==> src/sv/assert_macros.svh <==
// Assertion macros used by the PS/2 mouse cursor RTL.
// The macros expand to nothing when SYNTH is defined.
`ifndef ASSERT_MACROS_SVH
`define ASSERT_MACROS_SVH

`ifndef SYNTH
`define PS2MC_ASSERT(lbl, clk, rst_n, prop, msg) \
    lbl: assert property (@(posedge clk) disable iff (!(rst_n)) (prop)) else $error(msg);
`define PS2MC_ASSERT_ALWAYS(lbl, clk, prop, msg) \
    lbl: assert property (@(posedge clk) (prop)) else $error(msg);
`else
`define PS2MC_ASSERT(lbl, clk, rst_n, prop, msg)
`define PS2MC_ASSERT_ALWAYS(lbl, clk, prop, msg)
`endif

`endif

==> src/sv/ps2mc_pkg.sv <==
// Types and constants for the PS/2 mouse packet cursor.
// No dependencies; used by every module of the block.
package ps2mc_pkg;

    localparam int unsigned COORD_W = 10;
    localparam int unsigned DELTA_W = 9;

    typedef logic [COORD_W-1:0] t_coord;
    typedef logic signed [DELTA_W-1:0] t_delta;
    typedef logic [0:0] t_cfg_idx;

    localparam t_cfg_idx CFG_MAX_X = 1'b0;
    localparam t_cfg_idx CFG_MAX_Y = 1'b1;

    localparam t_coord RESET_MAX_X = 10'd770;
    localparam t_coord RESET_MAX_Y = 10'd570;
    localparam t_coord RESET_POS   = 10'd10;

    typedef struct packed {
        logic   left_button;
        logic   right_button;
        logic   middle_button;
        logic   x_overflow;
        logic   y_overflow;
        t_delta delta_x;
        t_delta delta_y;
    } t_packet;

    typedef struct packed {
        t_packet pkt;
        t_coord  cursor_x;
        t_coord  cursor_y;
    } t_result;

endpackage

==> src/sv/ps2mc_assembler.sv <==
// Byte assembler: syncs on the status byte and gathers three-byte packets.
// Depends on ps2mc_pkg.
module ps2mc_assembler
    import ps2mc_pkg::*;
(
    input  logic       i_clk,
    input  logic       i_rst_n,
    input  logic       i_accept,
    input  logic [7:0] i_data_byte,
    output logic       o_pkt_valid,
    output t_packet    o_pkt
);

    typedef enum logic [1:0] {
        POS_STATUS,
        POS_X,
        POS_Y
    } t_byte_pos;

    t_byte_pos  r_pos;
    t_byte_pos  n_pos;
    logic [7:0] r_status;
    logic [7:0] r_x_byte;
    logic       third;

    always_comb begin
        n_pos = r_pos;
        third = 1'b0;
        unique case (r_pos)
            POS_STATUS: begin
                if (i_data_byte[3]) begin
                    n_pos = POS_X;
                end
            end
            POS_X: begin
                n_pos = POS_Y;
            end
            default: begin
                n_pos = POS_STATUS;
                third = 1'b1;
            end
        endcase
    end

    always_ff @(posedge i_clk) begin
        if (!i_rst_n) begin
            r_pos    <= POS_STATUS;
            r_status <= 8'd0;
            r_x_byte <= 8'd0;
        end else if (i_accept) begin
            r_pos <= n_pos;
            if (r_pos == POS_STATUS && i_data_byte[3]) begin
                r_status <= i_data_byte;
            end
            if (r_pos == POS_X) begin
                r_x_byte <= i_data_byte;
            end
        end
    end

    assign o_pkt_valid         = i_accept && third;
    assign o_pkt.left_button   = r_status[0];
    assign o_pkt.right_button  = r_status[1];
    assign o_pkt.middle_button = r_status[2];
    assign o_pkt.x_overflow    = r_status[6];
    assign o_pkt.y_overflow    = r_status[7];
    assign o_pkt.delta_x       = {r_status[4], r_x_byte};
    assign o_pkt.delta_y       = {r_status[5], i_data_byte};

endmodule

==> src/sv/ps2mc_cursor.sv <==
// Cursor update: clamps the moved position and holds the result register.
// Also holds the clamp limit registers. Depends on ps2mc_pkg, assert_macros.svh.
`include "assert_macros.svh"
module ps2mc_cursor
    import ps2mc_pkg::*;
(
    input  logic     i_clk,
    input  logic     i_rst_n,
    input  logic     i_cfg_we,
    input  t_cfg_idx i_cfg_idx,
    input  t_coord   i_cfg_data,
    input  logic     i_pkt_valid,
    input  t_packet  i_pkt,
    input  logic     i_out_ready,
    output logic     o_out_valid,
    output t_result  o_result
);

    t_coord              r_max_x;
    t_coord              r_max_y;
    t_coord              r_pos_x;
    t_coord              r_pos_y;
    t_coord              n_pos_x;
    t_coord              n_pos_y;
    logic                r_out_valid;
    t_result             r_result;
    logic signed [11:0]  sum_x;
    logic signed [11:0]  sum_y;

    function automatic t_coord clamp_axis(logic signed [11:0] n, t_coord lim);
        t_coord res;
        if (n[11]) begin
            res = '0;
        end else if (n[10:0] > {1'b0, lim}) begin
            res = lim;
        end else begin
            res = n[9:0];
        end
        return res;
    endfunction

    always_comb begin
        sum_x = $signed({2'b00, r_pos_x}) + $signed({{3{i_pkt.delta_x[8]}}, i_pkt.delta_x});
        sum_y = $signed({2'b00, r_pos_y}) - $signed({{3{i_pkt.delta_y[8]}}, i_pkt.delta_y});
        n_pos_x = i_pkt.x_overflow ? r_pos_x : clamp_axis(sum_x, r_max_x);
        n_pos_y = i_pkt.y_overflow ? r_pos_y : clamp_axis(sum_y, r_max_y);
    end

    always_ff @(posedge i_clk) begin
        if (!i_rst_n) begin
            r_max_x <= RESET_MAX_X;
            r_max_y <= RESET_MAX_Y;
        end else if (i_cfg_we) begin
            unique case (i_cfg_idx)
                CFG_MAX_X: r_max_x <= i_cfg_data;
                CFG_MAX_Y: r_max_y <= i_cfg_data;
                default:   r_max_x <= r_max_x;
            endcase
        end
    end

    always_ff @(posedge i_clk) begin
        if (!i_rst_n) begin
            r_pos_x     <= RESET_POS;
            r_pos_y     <= RESET_POS;
            r_out_valid <= 1'b0;
        end else if (i_pkt_valid) begin
            r_pos_x     <= n_pos_x;
            r_pos_y     <= n_pos_y;
            r_out_valid <= 1'b1;
        end else if (i_out_ready) begin
            r_out_valid <= 1'b0;
        end
    end

    always_ff @(posedge i_clk) begin
        if (i_pkt_valid) begin
            r_result.pkt      <= i_pkt;
            r_result.cursor_x <= n_pos_x;
            r_result.cursor_y <= n_pos_y;
        end
    end

    assign o_out_valid = r_out_valid;
    assign o_result    = r_result;

    `PS2MC_ASSERT(a_pos_x_hold, i_clk, i_rst_n,
        !i_pkt_valid |=> $stable(r_pos_x), "cursor x moved without a packet")
    `PS2MC_ASSERT(a_pos_x_clamp, i_clk, i_rst_n,
        (i_pkt_valid && !i_pkt.x_overflow) |=> (r_pos_x <= $past(r_max_x)),
        "cursor x beyond limit")
    `PS2MC_ASSERT(a_result_follows, i_clk, i_rst_n,
        i_pkt_valid |=> (r_out_valid && r_result.cursor_x == r_pos_x
                         && r_result.cursor_y == r_pos_y),
        "result does not follow packet")

endmodule

==> src/sv/ps2_mouse_packet_cursor.sv <==
// Top level of the PS/2 mouse packet decoder with clamped cursor.
// Depends on ps2mc_pkg, ps2mc_assembler and ps2mc_cursor.
//
//  channel   dir  width  contents
//  s_axis    in   8      data_byte
//  m_axis    out  48     buttons, overflow flags, deltas, cursor
//  cfg       in   1/10   max_x (index 0), max_y (index 1)
//
// One byte is taken per cycle while tready is high; a result is valid in the
// cycle after a packet's third byte. The single result register sets the rate:
// a byte waits only while that register is full and the downstream side is stalled.
// Synchronous active-low reset; cursor starts at (10, 10), limits at (770, 570).
module ps2_mouse_packet_cursor
    import ps2mc_pkg::*;
(
    input  logic        i_clk,
    input  logic        i_rst_n,
    input  logic        i_cfg_we,
    input  t_cfg_idx    i_cfg_idx,
    input  t_coord      i_cfg_data,
    input  logic        i_s_axis_tvalid,
    output logic        o_s_axis_tready,
    input  logic [7:0]  i_s_axis_tdata,   // [7:0] data_byte
    output logic        o_m_axis_tvalid,
    input  logic        i_m_axis_tready,
    // [0] left_button [1] right_button [2] middle_button [3] x_overflow [4] y_overflow
    // [13:5] delta_x [22:14] delta_y [32:23] cursor_x [42:33] cursor_y [47:43] zero
    output logic [47:0] o_m_axis_tdata
);

    logic    accept;
    logic    pkt_valid;
    t_packet pkt;
    logic    out_valid;
    t_result res;

    assign o_s_axis_tready = !out_valid || i_m_axis_tready;
    assign accept          = i_s_axis_tvalid && o_s_axis_tready;

    ps2mc_assembler u_assembler (
        .i_clk       (i_clk),
        .i_rst_n     (i_rst_n),
        .i_accept    (accept),
        .i_data_byte (i_s_axis_tdata),
        .o_pkt_valid (pkt_valid),
        .o_pkt       (pkt)
    );

    ps2mc_cursor u_cursor (
        .i_clk       (i_clk),
        .i_rst_n     (i_rst_n),
        .i_cfg_we    (i_cfg_we),
        .i_cfg_idx   (i_cfg_idx),
        .i_cfg_data  (i_cfg_data),
        .i_pkt_valid (pkt_valid),
        .i_pkt       (pkt),
        .i_out_ready (i_m_axis_tready),
        .o_out_valid (out_valid),
        .o_result    (res)
    );

    assign o_m_axis_tvalid = out_valid;
    assign o_m_axis_tdata  = {5'd0, res.cursor_y, res.cursor_x,
                              res.pkt.delta_y, res.pkt.delta_x,
                              res.pkt.y_overflow, res.pkt.x_overflow,
                              res.pkt.middle_button, res.pkt.right_button,
                              res.pkt.left_button};

endmodule
==> config.mk <==
export PLATFORM = sky130hd
export DESIGN_NAME = ps2_mouse_packet_cursor
export DESIGN_NICKNAME = d
export VERILOG_FILES = /design/src/sv/ps2mc_pkg.sv /design/src/sv/ps2mc_assembler.sv /design/src/sv/ps2mc_cursor.sv /design/src/sv/ps2_mouse_packet_cursor.sv
export VERILOG_INCLUDE_DIRS = /design/src /design/src/sv
export SDC_FILE = /design/constraint.sdc
export NUM_CORES = 1
export LEC_CHECK = 0
export ABC_AREA = 1
export BUFFER_PORTS_ARGS = -buffer_cell sky130_fd_sc_hd__buf_2
export CAP_MARGIN = 20
export CORE_AREA = 2 2 127 104
export DETAILED_ROUTE_END_ITERATION = 12
export DIE_AREA = 0 0 129 106
export GPL_TIMING_DRIVEN = 0
export PLACE_DENSITY = 0.73
export SLEW_MARGIN = 20
export SYNTH_ARGS = -nofsm -noshare
export SYNTH_HDL_FRONTEND = slang
export SYNTH_SLANG_ARGS = --single-unit
==> constraint.sdc <==
create_clock -name i_clk -period 5.5 [get_ports i_clk]
set_input_delay 1.1 -clock i_clk [delete_from_list [all_inputs] [get_ports i_clk]]
set_output_delay 1.1 -clock i_clk [all_outputs]
set_load 0.02 [all_outputs]
---- Word-level counts from Yosys, hierarchy flattened ----
Index checks and enable logic that the tools add are counted.
operators by class
  magnitude comparators ................... 2
  add/sub/neg operators ................... 2
  bitwise gates (word level) .............. 1
  reduce and logical (&&, ||, !) cells .... 13
  muxes and demuxes ....................... 11
  equal/unequal tests ..................... 2
operators with widths
  cell                                                                   count
  10-bit 2-to-1 mux                                                      6
  11-bit by 10-bit > comparator with 1-bit output                        2
  11-bit by 9-bit adder with 12-bit output                               1
  11-bit by 9-bit subtractor with 12-bit output                          1
  2-bit AND reduction                                                    5
  2-bit one-hot mux with 2 select lines                                  1
  1-bit logical AND                                                      3
  1-bit 2-to-1 mux                                                       3
  2-bit by 1-bit equality test with 1-bit output, second input constant  1
  2-bit logical NOT                                                      1
  2-bit 2-to-1 mux                                                       1
  2-bit inequality test, second input constant                           1
  2-bit nonzero test                                                     1
  2-bit OR reduction                                                     1
  1-bit logical NOT                                                      1
  1-bit logical OR                                                       1
  1-bit inverter                                                         1
storage, ports and cells
  logic and storage cells ................. 48
  input bits .............................. 24
  output and inout port bits .............. 50
  register bits ........................... 102

---- Logic depth before layout (Yosys ltp) ----
  depth after elaboration ................. 5
  mapped depth ............................ 27
  depth with buffers taken out ............ 27

---- Cells and area by module ----
From an unflattened synthesis, not the netlist that was laid out.
unflattened totals
  cells, all modules ...................... 800
  area total of the unflattened synthesis .. 6,179.7 µm²
modules (own cells, without submodules)
  module                   sequential area each (µm²)  instances  cells each  area an instance (µm²)
  ps2mc_cursor             2,112.0                     1          687         5,377.7
  ps2mc_assembler          340.3                       1          103         740.7
  ps2_mouse_packet_cursor  0.0                         1          10          61.3

---- Worst setup path after synthesis ----
Ideal clock, no wire load.
  path type ............................... in2reg
  start ................................... in i_m_axis_tready
  end ..................................... reg u_cursor.r_pos_x[9]
  library setup time ...................... 112 ps
  path slack .............................. 1,125 ps
  data required time ...................... 5,388 ps
  arrival ................................. 4,263 ps
  stages on the path ...................... 10
  path buffers ............................ 1
  cell sequence ........................... inv_1 > nand2_1 > nand2_1 > nor2_1 > inv_1 > nand2_1 > clkinv_1 > buf_2 > nand2_1 > nand2_1
between the ends
  word-level cells in the longest chain between the ends .. 3
ends and longest elaborated chain
  element               line                           text
  start, declared       ps2_mouse_packet_cursor.sv:25  input logic i_m_axis_tready,
  1-bit logical OR      ps2_mouse_packet_cursor.sv:37  assign o_s_axis_tready = !out_valid || i_m_axis_tready;
  via o_s_axis_tready   ps2_mouse_packet_cursor.sv:22  output logic o_s_axis_tready,
  1-bit logical AND     ps2_mouse_packet_cursor.sv:38  assign accept = i_s_axis_tvalid && o_s_axis_tready;
  1-bit logical AND     ps2mc_assembler.sv:61          assign o_pkt_valid = i_accept && third;
  via pkt_valid         ps2_mouse_packet_cursor.sv:32  logic pkt_valid;
  end signal, assigned  ps2mc_cursor.sv:68             r_pos_x <= n_pos_x;
  end, declared         ps2mc_cursor.sv:21             t_coord r_pos_x;
The timed path passes the listed nets, and every way through them passes these cells.
A chain may end at the register's enable or synchronous reset.

---- Worst setup path after layout ----
  start ................................... in i_s_axis_tdata[0]
  end ..................................... reg u_cursor.r_result (netlist bit u_cursor.o_result[5]), data pin
between the ends
  word-level cells in the longest chain between the ends .. 5
ends and longest elaborated chain
  element                                          line                           text
  start, declared                                  ps2_mouse_packet_cursor.sv:23  input logic [7:0] i_s_axis_tdata,
  11-bit by 9-bit subtractor with 12-bit output *  ps2mc_cursor.sv:44             sum_y = $signed({2'b00, r_pos_y}) - $signed({{3{i_pkt.delta_y[8]}}, i_pkt.delta_y});
  11-bit by 10-bit > comparator with 1-bit output  ps2mc_cursor.sv:34             end else if (n[10:0] > {1'b0, lim}) begin
  10-bit 2-to-1 mux                                ps2mc_cursor.sv:34
  10-bit 2-to-1 mux *                              ps2mc_cursor.sv:32             if (n[11]) begin
  10-bit 2-to-1 mux *                              ps2mc_cursor.sv:46             n_pos_y = i_pkt.y_overflow ? r_pos_y : clamp_axis(sum_y, r_max_y);
  via u_cursor.n_pos_y[5]                          ps2mc_cursor.sv:24             t_coord n_pos_y;
  end, declared                                    ps2mc_cursor.sv:26             t_result r_result;
Mark *: on every way through the listed nets, which the timed path passes. The rest lies on a longest branch.

==> out/metrics.cfg <==
[synthesis]
syn-instance-count=678
yosys.area.top_type_share_pct=23.51
netlist_area_um2=5492
synth_compound_area_share_pct=9.797
yosysTopAreaCell=edfxtp_1
yosys_warnings=0
synth_fa_ha_area_share_pct=10.30
synth-seq-cells=101
syn_area_per_cell_um2=8.100
ys_seq_area_share_pct=44.66
ys_top_cells_by_area=edfxtp_1, dfxtp_1, nand2_1, ha_1, inv_1
synthXorXnorAreaFrac_pct=2.073
ys_async_sr_fraction_pct=0
synth_cell_types=34
yosysMostFrequentCell=nand2_1
synth_common_cells=nand2_1, inv_1, dfxtp_1
synthFlopType=dfxtp_1
synth-simple-area-share_pct=23.83
synth-edff-count=43
muxShareOfSynthArea_pct=0
synth_top_family_by_area=simple AND/OR/NAND/NOR gates

[sta]
layout_worst_path_cycle_share_pct=76.09
drv_slew=0
fin_skew_ns=0.007981
setup_ws_ns=1.315
fmax_mhz=238.9
rsz0062_at_grt=false
period_minus_slack_ns=4.185
finalSetupViolCount=0
worst_pin_slew_ns=0.5223
hold_violations=0
relSlewSlack_pct=65.10

[layout]
fillers=1203
multi_input_area_um2=2552
seqCellArea_um2=2452
drive_gt1_share_pct=16.54
diodes=0
syn2layout_area_growth_pct=16.84
nets=831

[critical_path]
worstSetupEndpointType=flop
criticalPathCategory=in -> reg
required_ns=5.60
cp-start-kind=input port
crit_path_max_fanout=7
crit_arrival_ns=4.29

[power]
powerDensity_nw_per_um2=270.3
p_comb_share_pct=16.5
clkPwrFrac_pct=36.0
power_mw=1.734
p_sw_share_pct=29.33
vdd_ir_drop_max_mv=0.1774
p_seq_share_pct=47.5
p_leak_nw=3.119
p_switching_mw=0.5087
power.internal_mw=1.226

[clock_tree]
cts_buffers=9
cts_buffer_depth=2
clock_sinks=101
ctsRootBufferMaster=clkbuf_16
cts_setup_buffers=0
ctsHoldBuffers=0
path_clk_slew_ns=0.07
cts_tree=done
clk_latency_ns=0.36
htree_levels=3
cts-resized-gates=0

[route]
top_layer_used=met4
routedWlPerCell_um=13.76
vias=4621
wl_met1_mm=6.637
drc_errors=0
drt.antenna.violating_nets=0
drt_iter0_markers=467
wl_mm=12.98
vias_per_cell=4.900
dr.pass1.iters=5
route.met3.wl_um=829
wl_met2_mm=5.319

[grt]
grt_pass1_wl_mm=20.78
grt_pass1_vias=4078
grt_max_degree=21
grt_util_all_layers_pct=19.73
overflow=0
antenna_found_initial=0

[outcome]
outcome=finished, final reports clean

[min_path]
hp-class=reg -> reg

[place]
port_buffers=68
dp.final_hpwl_mm=10.13
post-place-ws_ns=0.9700
finalWeightedCongestion=0.9032

[die]
die_w_um=129
rows=37
die_h_um=106
core_um2=12550
dieArea_um2=13670
io_pins=74
start_util_pct=43.77

[flow_run]
maxCapViolCount=0

-- cell type report --
class | count | share of cell area (%)
Sequential cell | 101 | 38.22
Inverter | 102 | 5.967
Clock buffer | 9 | 3.510
Clock inverter | 7 | 0.9750
Multi-Input combinational cell | 457 | 39.78
Tap cell | 175 | 3.413
Buffer | 22 | 1.970
Timing Repair Buffer | 70 | 6.162
-- cell usage in the layout (no fill, tap or decap), types with 9 or more instances in the layout --
cell and instances:
nand2_1 190, inv_1 99, buf_2 70, dfxtp_1 58
a21oi_1 47, edfxtp_1 43, ha_1 42, nand3_1 37
o21ai_0 35, nor2_1 25, nand4_1 16, nand2_2 13
clkbuf_1 10, xor2_1 10, buf_4 9, clkbuf_16 9
-- per-layer routing --
layer	GRT usage, %	up-vias
met5	0	-
met2	27.70	140
met1	30.62	2095
met3	3.573	14
met4	5.745	0
li1	-	2372
-- critical path: stages --
cell,delay [ns]
buf_2,0.14
ha_1,0.24
fa_1,0.37
inv_1,0.10
nand2_1,0.08
nand2_1,0.06
a21oi_1,0.08
o21ai_0,0.27
nand3_1,0.14
nand2_1,0.08
nand2_1,0.05
nand2_1,0.10
inv_1,0.06
ha_1,0.26
nand2_1,0.06
inv_1,0.06
a221oi_1,0.25
nand2_1,0.09
nand2_1,0.14
nand2_2,0.09
inv_1,0.18
nand2_1,0.07
nand3_1,0.12
nand2_1,0.09
-- through the flow --
| stage | utilization, % | hold WS [ns] | instances | instance area (um^2) | TNS [ns] |
|---|---|---|---|---|---|
| final | 51.14 | 0.4413 | 943 | 6416 | 0 |
| after global placement | 48.35 | 0.4255 | 925 | 6066 | -7.525 |
| after CTS | 51.14 | 0.4382 | 943 | 6416 | 0 |
| after detailed placement | 48.85 | 0.4227 | 927 | 6128 | 0 |
| after global routing | 51.14 | 0.4593 | 943 | 6416 | 0 |
| after floorplan | - | 0.4030 | 682 | 5507 | 0 |
-- registers in the layout, indices dropped and copies added (netlist names) --
signal and flops:
u_cursor.r_pos_x 10, u_assembler.r_x_byte 8, u_cursor.r_pos_y 10, u_cursor.r_max_x 10, u_assembler.r_pos 2, u_cursor.r_max_y 10, u_assembler.r_status 7, u_cursor.o_result 43
u_cursor.o_out_valid 1
-- power by group through the flow --
stage | clock (mW) | sequential [mW] | combinational [mW]
final | 0.624 | 0.824 | 0.286
after global routing | 0.664 | 0.827 | 0.322
after CTS | 0.633 | 0.824 | 0.283
after detailed placement | 0 | 0.841 | 0.281
after global placement | 0 | 0.841 | 0.274
after floorplan | 0 | 0.843 | 0.198
-- path summary, 6_finish.rpt --
| path | from | end | slack (ns) | depth (start not counted) |
|---|---|---|---|---|
| max | i_s_axis_tdata[0] | u_cursor.o_result[5]$_DFFE_PP_ | 1.31 | 24 |
| min | u_assembler.r_status[2]$_SDFFE_PN0P_ | u_cursor.o_result[40]$_DFFE_PP_ | 0.44 | 0 |
| max reg2reg | u_assembler.r_x_byte[0]$_SDFFE_PN0P_ | u_cursor.o_result[15]$_DFFE_PP_ | 1.76 | 24 |
| min reg2reg | u_assembler.r_status[2]$_SDFFE_PN0P_ | u_cursor.o_result[40]$_DFFE_PP_ | 0.44 | 0 |
-- cells by family (layout without fill, tap and decap cells) --
group	count (synthesis)	count (layout)
and+or+nand+nor	295	295
buffers and inverters	124	210
DFF	101	101
AOI/OAI and AO/OA	100	100
adders and majority gates	44	44
xor gates and xnor gates	13	13
other	1	5
Power figures use the tool's default switching activity.
